$ cat src/sv/assert_macros.svh
// Assertion macros shared by the RTL modules.
`ifndef ASSERT_MACROS_SVH
`define ASSERT_MACROS_SVH

// Same-cycle implication.
`define ASSERT_IMP(name, clk, rst_n, ante, cons) \
    name: assert property (@(posedge clk) disable iff (!rst_n) (ante) |-> (cons)) \
        else $error("same-cycle implication violated");

// Next-cycle implication.
`define ASSERT_NXT(name, clk, rst_n, ante, cons) \
    name: assert property (@(posedge clk) disable iff (!rst_n) (ante) |=> (cons)) \
        else $error("next-cycle implication violated");

`endif

$ cat src/sv/dtasm_pkg.sv
// Types, constants and coefficient ROM of the dual-tone audio stats meter.
package dtasm_pkg;

    localparam int TABLE_SIZE  = 48;
    localparam int QUARTER     = TABLE_SIZE / 4;
    localparam int IDX_W       = $clog2(TABLE_SIZE);
    localparam int COEF_BITS   = 16;
    localparam int LANE_COUNT  = 2;
    localparam int CHAN_W      = 1;
    localparam int TONE_COUNT  = 2;
    localparam int COEF_COUNT  = 2 * TONE_COUNT;

    localparam int WORD_W      = 32;
    localparam int PAD_W       = 8;
    localparam int SAMPLE_W    = 24;
    localparam int PROD_W      = SAMPLE_W + COEF_BITS;
    localparam int SQ_W        = 2 * SAMPLE_W;
    localparam int LIN_W       = 41;
    localparam int TOTAL_W     = 40;
    localparam int SQ_ACC_W    = 63;
    localparam int CORR_W      = 56;
    localparam int CLIP_W      = 17;
    localparam int PAD_CNT_W   = 18;
    localparam int DISCARD_W   = 18;
    localparam int CAPTURE_W   = 17;
    localparam int ADDR_W      = 3;
    localparam int DATA_W      = 32;

    localparam logic [CAPTURE_W-1:0] CAPTURE_LIMIT = CAPTURE_W'(65536);
    localparam logic [CAPTURE_W-1:0] CAPTURE_RESET = CAPTURE_W'(48000);
    localparam logic [SAMPLE_W-1:0]  RAIL_LOW      = 24'h800000;
    localparam logic [SAMPLE_W-1:0]  RAIL_HIGH     = 24'h7FFFFF;

    typedef logic [IDX_W-1:0]            phase_t;
    typedef logic [IDX_W:0]              idx_ext_t;
    typedef logic signed [COEF_BITS-1:0] coef_t;

    localparam idx_ext_t Q1_X = idx_ext_t'(QUARTER);
    localparam idx_ext_t Q2_X = idx_ext_t'(2 * QUARTER);
    localparam idx_ext_t Q3_X = idx_ext_t'(3 * QUARTER);
    localparam idx_ext_t Q4_X = idx_ext_t'(4 * QUARTER);
    localparam idx_ext_t TS_X = idx_ext_t'(TABLE_SIZE);

    typedef enum logic
    {
        REG_DISCARD = 1'b0,
        REG_CAPTURE = 1'b1
    } reg_index_t;

    typedef struct packed
    {
        logic [WORD_W-1:0] left_raw_word;
        logic [WORD_W-1:0] right_raw_word;
    } frame_t;

    typedef struct packed
    {
        logic                       channel_number;
        logic signed [SAMPLE_W-1:0] lowest_sample;
        logic signed [SAMPLE_W-1:0] highest_sample;
        logic [CLIP_W-1:0]          clip_count;
        logic signed [TOTAL_W-1:0]  sample_total;
        logic [SQ_ACC_W-1:0]        square_total;
        logic signed [CORR_W-1:0]   tone1_cos_total;
        logic signed [CORR_W-1:0]   tone1_sin_total;
        logic signed [CORR_W-1:0]   tone2_cos_total;
        logic signed [CORR_W-1:0]   tone2_sin_total;
        logic [PAD_CNT_W-1:0]       nonzero_pad_count;
        logic                       last_record;
    } record_t;

    typedef struct packed
    {
        logic [SAMPLE_W-1:0]                low;
        logic [SAMPLE_W-1:0]                high;
        logic [CLIP_W-1:0]                  clip;
        logic [LIN_W-1:0]                   lin;
        logic [SQ_ACC_W-1:0]                sq;
        logic [COEF_COUNT-1:0][CORR_W-1:0]  corr;
    } lane_stats_t;

    function automatic coef_t quarter_cos(input logic [3:0] k);
        coef_t v;
        case (k)
            4'd0:    v = 16'sd32767;
            4'd1:    v = 16'sd32488;
            4'd2:    v = 16'sd31651;
            4'd3:    v = 16'sd30274;
            4'd4:    v = 16'sd28378;
            4'd5:    v = 16'sd25997;
            4'd6:    v = 16'sd23170;
            4'd7:    v = 16'sd19948;
            4'd8:    v = 16'sd16384;
            4'd9:    v = 16'sd12540;
            4'd10:   v = 16'sd8481;
            4'd11:   v = 16'sd4277;
            default: v = 16'sd0;
        endcase
        return v;
    endfunction

    function automatic coef_t cos_at(input phase_t k);
        idx_ext_t kk;
        coef_t    v;
        kk = idx_ext_t'(k);
        if (kk <= Q1_X)
            v = quarter_cos(4'(kk));
        else if (kk <= Q2_X)
            v = -quarter_cos(4'(Q2_X - kk));
        else if (kk <= Q3_X)
            v = -quarter_cos(4'(kk - Q2_X));
        else
            v = quarter_cos(4'(Q4_X - kk));
        return v;
    endfunction

endpackage

$ cat src/sv/dtasm_merge.sv
// Record stage: walks the lanes and presents one record word per channel.
`include "assert_macros.svh"

module dtasm_merge
    import dtasm_pkg::*;
(
    input  logic                             clk,
    input  logic                             rst_n,
    input  logic                             clear,
    input  logic                             done,
    input  lane_stats_t [LANE_COUNT-1:0]     stats,
    input  logic [PAD_CNT_W-1:0]             pad_count,
    output logic                             record_valid,
    input  logic                             record_ready,
    output record_t                          record
);

    localparam logic [CHAN_W-1:0] LAST_CHAN = CHAN_W'(LANE_COUNT - 1);

    logic              valid_reg;
    logic [CHAN_W-1:0] chan_reg;
    lane_stats_t       sel;

    always_ff @(posedge clk or negedge rst_n)
    begin
        if (!rst_n)
        begin
            valid_reg <= 1'b0;
            chan_reg  <= '0;
        end
        else if (clear)
        begin
            valid_reg <= 1'b0;
            chan_reg  <= '0;
        end
        else if (done)
        begin
            valid_reg <= 1'b1;
            chan_reg  <= '0;
        end
        else if (valid_reg && record_ready)
        begin
            if (chan_reg == LAST_CHAN)
            begin
                valid_reg <= 1'b0;
                chan_reg  <= '0;
            end
            else
            begin
                chan_reg <= chan_reg + CHAN_W'(1);
            end
        end
    end

    always_comb
    begin
        sel                      = stats[chan_reg];
        record.channel_number    = chan_reg;
        record.lowest_sample     = sel.low;
        record.highest_sample    = sel.high;
        record.clip_count        = sel.clip;
        record.sample_total      = sel.lin[TOTAL_W-1:0];
        record.square_total      = sel.sq;
        record.tone1_cos_total   = sel.corr[0];
        record.tone1_sin_total   = sel.corr[1];
        record.tone2_cos_total   = sel.corr[2];
        record.tone2_sin_total   = sel.corr[3];
        record.nonzero_pad_count = pad_count;
        record.last_record       = (chan_reg == LAST_CHAN);
    end

    assign record_valid = valid_reg;

    `ASSERT_IMP(done_only_when_empty, clk, rst_n, done, !valid_reg)
    `ASSERT_NXT(done_starts_left, clk, rst_n, done && !clear,
        valid_reg && (chan_reg == '0))

endmodule
$ cat config.mk
export PLATFORM = sky130hd
export DESIGN_NAME = dtasm_merge
export DESIGN_NICKNAME = d
export VERILOG_FILES = /design/src/sv/dtasm_pkg.sv /design/src/sv/dtasm_merge.sv
export VERILOG_INCLUDE_DIRS = /design/src /design/src/sv
export SDC_FILE = /design/constraint.sdc
export NUM_CORES = 1
export LEC_CHECK = 0
export ABC_AREA = 1
export BUFFER_PORTS_ARGS = -buffer_cell sky130_fd_sc_hd__buf_4
export CAP_MARGIN = 20
export CORE_AREA = 3 3 476 478
export CTS_CLUSTER_DIAMETER = 60
export CTS_CLUSTER_SIZE = 28
export DETAILED_ROUTE_END_ITERATION = 6
export DIE_AREA = 0 0 479 481
export SETUP_SLACK_MARGIN = 0.1
export SLEW_MARGIN = 20
export SYNTH_ARGS = -nofsm -noshare
export SYNTH_HDL_FRONTEND = slang
export SYNTH_SLANG_ARGS = --single-unit
$ cat constraint.sdc
create_clock -name clk -period 2 [get_ports clk]
set_input_delay 0.1 -clock clk [delete_from_list [all_inputs] [get_ports clk]]
set_output_delay 0.1 -clock clk [all_outputs]
set_load 0.02 [all_outputs]
## Yosys cells after proc, flatten, opt, wreduce, memory -nomap -nowiden

Index checks and enable logic that the tools add are counted.

- Multiplexer cells: 10
- Reduce and logical (&&, ||, !) cells: 4
- $add $sub $neg: 1
- Magnitude comparators: 1

Operators with widths:

| cell | count |
|---|---|
| $mux W393 | 2 |
| $mux W1 | 8 |
| $reduce_bool A3 Y1 | 2 |
| $lt A1 B2 Y1 const B | 1 |
| $reduce_and A2 Y1 | 1 |
| $add A1 B1 Y1 const B | 1 |
| $logic_and A1 B1 Y1 | 1 |

- Bits in registers: 2
- Word-level logic and storage cells: 18
- Output and inout port bits: 413

## Longest topological paths before layout

Gate-level depths: netlist of the first run.

- Depth after elaboration: 5
- Mapped depth: 5
- Gate-level depth less buffers: 3

## Least setup slack after synthesis of the first run

No wires, ideal clock.

- Path type: reg2out
- Start: register chan_reg
- End: output record[100] (netlist name)
- Data arrival time: 1.327 ns
- Required time: 1.900 ns
- Cell stages (with the launch flop): 5
- Slack: 0.573 ns
- Cell sequence: dfrtp_1 -> buf_4 -> buf_6 -> buf_2 -> o21ai_0

RTL lines:

| item | RTL line | source |
|---|---|---|
| from (decl) | dtasm_merge.sv:21 | `logic [CHAN_W-1:0] chan_reg;` |
| from (signal assigned) | dtasm_merge.sv:50 | `chan_reg <= chan_reg + CHAN_W'(1);` |
| to (decl) | dtasm_merge.sv:15 | `output record_t record` |

==> impl_metrics.json, run 1 <==
{
  "yosys.area.top_type_share_pct": 34.8,
  "die_area_um2": 230000,
  "power.share.sequential_pct": 1.0,
  "port_buffers": 1183,
  "grt_overflow": 0,
  "worstPathRequired_ps": 1900,
  "r2r-end": "record_valid$_DFFE_PN0P_",
  "skew_ps": 2.35,
  "drtIter0Drc": 873,
  "rr_startpoint": "chan_reg$_DFFE_PN0P_",
  "placeableCoreArea_um2": 222000,
  "via_count": 13800,
  "synth_edf_count": 0,
  "cpLargestDelayFamily": "buffers and inverters",
  "rsz0062_at_grt": "yes",
  "maxCapViolations": 0,
  "hold_depth": 3,
  "grt_pass1_wl_um": 229000,
  "crit_fanout": 39,
  "synth-seq-cells": 2,
  "synthesis.nets": 2103,
  "syn_inst": 1294,
  "cts_buffers": 3,
  "dp.cells": 5378,
  "crit_chain": "buf_16 -> buf_12 -> o21ai_1 -> buf_6",
  "ys_seq_area_share_pct": 0.887,
  "cts_tree": "yes",
  "drt.antenna.violating_nets": 0,
  "start_util_pct": 2.54,
  "viasPerCell": 2.52,
  "yosys.cell_count.top_type": "nand2_1",
  "gp_congestion": 0.950,
  "power.leakage_uw": 0.00894,
  "fmax_ghz": 0.509,
  "r2r_slack_ps": 920,
  "switching_share_pct": 54.5,
  "period_minus_slack_ps": 1960,
  "ios": 1222,
  "dr.pass1.iters": 4,
  "ys.flop_type": "dfrtp_1",
  "ir_drop_mv": 0.152,
  "hold_end": "record_valid$_DFFE_PN0P_",
  "die_height_um": 481,
  "intPower_uw": 2230,
  "nFillCells": 26500,
  "cts_buffer_depth": 2,
  "crit_slowest_cell": "dfrtp_4",
  "hpwl_um": 200000,
  "async_reset_ff_share_pct": 100,
  "path_buf_inv": 3,
  "synth_area_per_cell_um2": 4.36,
  "synth_area_leaders": "o21ai_0, nand2_1, inv_1",
  "critPathLaunchType": "flip-flop",
  "reg2regPathDepth": 4,
  "cts.sinks": 2,
  "clkSlewWorstSetupHoldPaths_ps": 30,
  "critical_path.max_stage_delay_ps": 560,
  "final_cell_count_no_fill": 5467,
  "switchingPower_uw": 2680,
  "placed_area_um2": 18100,
  "antenna_found_initial": 362,
  "fp.dieW_um": 479,
  "slew_violations": 0,
  "cellPowerDensity_nw_per_um2": 263,
  "synth_cell_type_count": 11,
  "core.rowCount": 173,
  "yosys.area.top_type": "o21ai_0",
  "p_clk_share_pct": 6.5,
  "area_growth_pct": 230,
  "max_slew_margin_pct": 67.3,
  "outcome": "finished, final reports clean",
  "drive_above_1_share_pct": 51.4,
  "drc": 0,
  "min_period_over_period_pct": 98.2,
  "clockRootBuffer": "clkbuf_16",
  "arrival_ps": 1860,
  "grt_pass1_vias": 11400,
  "worstHoldPathType": "in2reg",
  "synth_common_cells": "nand2_1, inv_1, o21ai_0",
  "critPathKind": "reg2out",
  "grt_max_degree": 89,
  "min_from": "done",
  "drt-total-wl_um": 207000,
  "p_comb_share_pct": 92.5,
  "endpoint_kind": "output pin",
  "h-tree-depth": 1,
  "grt_usage_pct": 17.1,
  "worstMarginPinSlew_ps": 487,
  "wire_per_inst_um": 37.8,
  "netlist_area_um2": 5640,
  "nets": 3224,
  "postLayoutCoreUtil_pct": 8.39,
  "yosysWarnings": 0,
  "final_area_um2": 18600,
  "setup_viol": 0,
  "insertion_delay_ps": 230,
  "finalHoldViolCount": 0
}
[layer usage]
| layer | vias up | GRT usage (%) | wire length (um) |
|---|---|---|---|
| met1 | 5581 | 18.0 | 72700 |
| met3 | 506 | 18.2 | 48700 |
| met2 | 1200 | 24.2 | 80200 |
| met5 | - | 0 | 2140 |
| li1 | 6155 | - | - |
| met4 | 330 | 1.40 | 3110 |
[layout by cell type, fill, tap and decap left out, drive strengths merged]
| cell | n |
|---|---|
| nand3 | 2 |
| nand2 | 395 |
| clkbuf | 4 |
| nor2 | 2 |
| a21oi | 1 |
| o21ai | 392 |
| diode | 78 |
| bufbuf | 1 |
| buf | 1221 |
| dfrtp | 2 |
| dlygate4sd3 | 1 |
| inv | 393 |
[power groups by stage]
stage               Combinational (uW)  Sequential [uW]  Clock, uW
floorplan                         1330             46.9          0
global placement                  4640             48.3          0
detailed placement                4680             48.5          0
CTS                               4730             47.7        327
global route                      4840             48.5        328
finish                            4540             47.8        319
[per-stage QoR]
step	power (uW)	setup TNS [ps]	setup slack (ps)	hold WS, ps
after detailed placement	4730	-311	-181	-110
after global routing	5220	0	17.0	133
after floorplan	1370	0	573	-196
final	4910	0	35.4	110
after CTS	5110	0	58.4	105
after global placement	4690	-291	-137	-116
[worst min-delay path, delay by kind of cell]
| kind | cells | cell delay, ps |
|---|---|---|
| buffers and inverters | 1 | 90 |
| and+or+nand+nor | 2 | 100 |
[worst max path at each step]
stage,from,to,depth (start not counted)
floorplan,chan_reg$_DFFE_PN0P_,record[100],4
global placement,chan_reg$_DFFE_PN0P_,record[200],4
detailed placement,chan_reg$_DFFE_PN0P_,record[200],4
CTS,chan_reg$_DFFE_PN0P_,record[126],5
global route,chan_reg$_DFFE_PN0P_,record[199],5
finish,chan_reg$_DFFE_PN0P_,record[110],4
[layout make-up]
| class | instances | area [um2] | share of cell area (%) |
|---|---|---|---|
| repair buffers | 1223 | 9570 | 51.3 |
| inverters | 393 | 1480 | 7.91 |
| clock buffers | 4 | 78.8 | 0.423 |
| multi-input cells | 792 | 3540 | 19.0 |
| flip-flops and latches | 2 | 53.8 | 0.289 |
| diodes | 78 | 195 | 1.05 |
| well taps | 2975 | 3720 | 20.0 |
[logic make-up (layout without fill, tap and decap cells)]
kind of cell / Yosys count / count (layout) / synth area share (%)
buffers and inverters: 500 / 1620 / 37.7
AND/OR/NAND/NOR: 399 / 399 / 26.6
other: 0 / 78 / 0
AO/OA/AOI/OAI: 393 / 393 / 34.8
flip-flops: 2 / 2 / 0.887
[repair_timing]
| item | CTS | global route |
|---|---|---|
| buffers inserted | 5 | 0 |
| endpoints found under the hold margin | 2 | 0 |
| hold buffers | 1 | 0 |
| pin swaps | 0 | 0 |
| cloned | 1 | 0 |
| endpoints found under the setup margin | 45 | 79 |
| gates resized for setup | 54 | 56 |
(Power assumes the default switching activity.)
==> run 2, diff against run 1 <==
--- a/config.mk
+++ b/config.mk
@@ -14,6 +14,7 @@
 export CTS_CLUSTER_SIZE = 28
 export DETAILED_ROUTE_END_ITERATION = 6
 export DIE_AREA = 0 0 479 481
+export PLACE_DENSITY = 0.3
 export SETUP_SLACK_MARGIN = 0.1
 export SLEW_MARGIN = 20
 export SYNTH_ARGS = -nofsm -noshare
==> run 2 against run 1 <==
Against the previous run:
- worst setup slack better by 26 ps
- non-clock buffer count is 1 higher
- first-iteration DRC count fell by 34%
- sequential share of layout area about the same
- sequential cell count stayed put
- clock skew is essentially flat
- global-route usage decreased by 1.5 points
- combinational power rose by 3%
- final cell count decreased by 0.42%
- routed wire length fell by 8.3%
==> impl_metrics.json, run 2 (synthesis results as in run 1) <==
{
  "min_period_over_period_pct": 96.9,
  "antenna_found_initial": 286,
  "cts_buffer_depth": 2,
  "die_height_um": 481,
  "crit_fanout": 34,
  "r2r_slack_ps": 630,
  "drive_above_1_share_pct": 52.9,
  "intPower_uw": 2280,
  "ios": 1222,
  "critPathKind": "reg2out",
  "endpoint_kind": "output pin",
  "worstPathRequired_ps": 1900,
  "critPathLaunchType": "flip-flop",
  "wire_per_inst_um": 34.8,
  "slew_violations": 0,
  "drc": 0,
  "arrival_ps": 1840,
  "seq_area_um2": 53.8,
  "power.share.sequential_pct": 0.9,
  "switchingPower_uw": 2770,
  "placeableCoreArea_um2": 222000,
  "nets": 3225,
  "r2r-end": "record_valid$_DFFE_PN0P_",
  "final_common_cell": "buf_4",
  "dr.pass1.iters": 5,
  "switching_share_pct": 54.9,
  "rsz0062_at_grt": "yes",
  "reg2regPathDepth": 5,
  "core.rowCount": 173,
  "insertion_delay_ps": 220,
  "worstMarginPinSlew_ps": 424,
  "ir_drop_mv": 0.180,
  "via_count": 13600,
  "h-tree-depth": 1,
  "clockRootBuffer": "clkbuf_16",
  "area_growth_pct": 234,
  "die_area_um2": 230000,
  "fp.dieW_um": 479,
  "cp-endpoint": "record[254]",
  "clkSlewWorstSetupHoldPaths_ps": 30,
  "postLayoutCoreUtil_pct": 8.49,
  "worstHoldPathType": "in2reg",
  "finalHoldViolCount": 0,
  "p_clk_share_pct": 6.2,
  "p_comb_share_pct": 92.8,
  "power.leakage_uw": 0.00905,
  "drt.antenna.violating_nets": 0,
  "power.total_uw": 5050,
  "grt_overflow": 0,
  "gp_congestion": 1.03,
  "hpwl_um": 182000,
  "max_slew_margin_pct": 71.5,
  "start_util_pct": 2.54,
  "maxCapViolations": 0,
  "period_minus_slack_ps": 1940,
  "grt_pass1_vias": 13000,
  "setup_viol": 0,
  "cts_buffers": 3,
  "rr_startpoint": "chan_reg$_DFFE_PN0P_",
  "worstSetupStartpoint": "chan_reg$_DFFE_PN0P_",
  "whs_ps": 107,
  "port_buffers": 1183,
  "grt_usage_pct": 15.6,
  "drt-total-wl_um": 190000,
  "viasPerCell": 2.50,
  "cellPowerDensity_nw_per_um2": 268,
  "cts_tree": "yes",
  "nFillCells": 26500,
  "grt_max_degree": 57,
  "skew_ps": 2.75,
  "cts.sinks": 2,
  "layout_common_cells": "buf_4, inv_1, nand2_1",
  "grt_pass1_wl_um": 215000,
  "fmax_ghz": 0.516,
  "drtIter0Drc": 578,
  "outcome": "finished, final reports clean",
  "multi_input_area_um2": 3730
}
-- run 2: cell count changes in the layout (fill, tap and decap cells not counted), moves of 3 or more --
cell,before,now
diode_2,78,54
nand2_1,394,382
o21ai_2,11,27
buf_6,17,45
clkbuf_16,3,6
buf_16,5,9
buf_4,1183,1158
nand2_2,1,12
buf_12,16,6
o21ai_1,56,108
o21ai_0,322,246
o21ai_4,3,11
-- run 2: timing repair --
item,CTS,global route
endpoints found under the hold margin,2,0
setup endpoints to repair,89,172
cloned,2,5
hold buffers,1,0
setup buffers,4,2
gates resized for setup,210,53
pin swaps,1,3
-- run 2: worst max-delay path: stages (launching register included) --
cell     delay [ps]
dfrtp_4         540
buf_12          190
buf_16          200
buf_16          180
o21ai_1         240
buf_4           190
-- run 2: power by group through the flow --
stage | registers (uW) | logic (uW) | clock network [uW]
2_1_floorplan | 46.9 | 1330 | 0
3_3_place_gp | 47.3 | 4690 | 0
3_5_place_dp | 47.5 | 4710 | 0
4_1_cts | 47.6 | 4860 | 321
5_1_grt | 47.8 | 4990 | 328
6_report | 47.4 | 4690 | 314
-- run 2: worst min path at each step --
stage / from / to / slack, ps / depth (start not counted)
after global routing: done / record_valid$_DFFE_PN0P_ / 120 / 3
after CTS: done / record_valid$_DFFE_PN0P_ / 100 / 3
final: done / record_valid$_DFFE_PN0P_ / 110 / 3
after global placement: rst_n / record_valid$_DFFE_PN0P_ / -110 / 1
after floorplan: rst_n / chan_reg$_DFFE_PN0P_ / -200 / 0
after detailed placement: rst_n / record_valid$_DFFE_PN0P_ / -110 / 1
-- run 2: cell type report --
cell class / count / share of cell area, %
Antenna cell: 54 / 0.716
Timing Repair Buffer: 1224 / 51.3
Multi-Input combinational cell: 792 / 19.8
Tap cell: 2975 / 19.7
Clock buffer: 4 / 0.418
Sequential cell: 2 / 0.285
Inverter: 393 / 7.81
-- run 2: per-layer routing --
layer | routed length (um) | vias up | global-route usage (%)
li1 | - | 6128 | -
met5 | 1710 | - | 0
met1 | 69000 | 5743 | 16.4
met3 | 35400 | 418 | 13.7
met4 | 3060 | 256 | 1.71
met2 | 80500 | 1084 | 24.2
-- run 2: stage by stage --
step / area [um2] / std cells / worst slack, ps / setup TNS (ps)
6_report: 18900 / 5444 / 61.7 / 0
5_1_grt: 18800 / 5394 / 30.8 / 0
4_1_cts: 18600 / 5383 / -14.6 / -27.5
3_5_place_dp: 18000 / 5372 / -343 / -463
3_3_place_gp: 18000 / 5372 / -344 / -1060
2_1_floorplan: 5640 / 1294 / 573 / 0
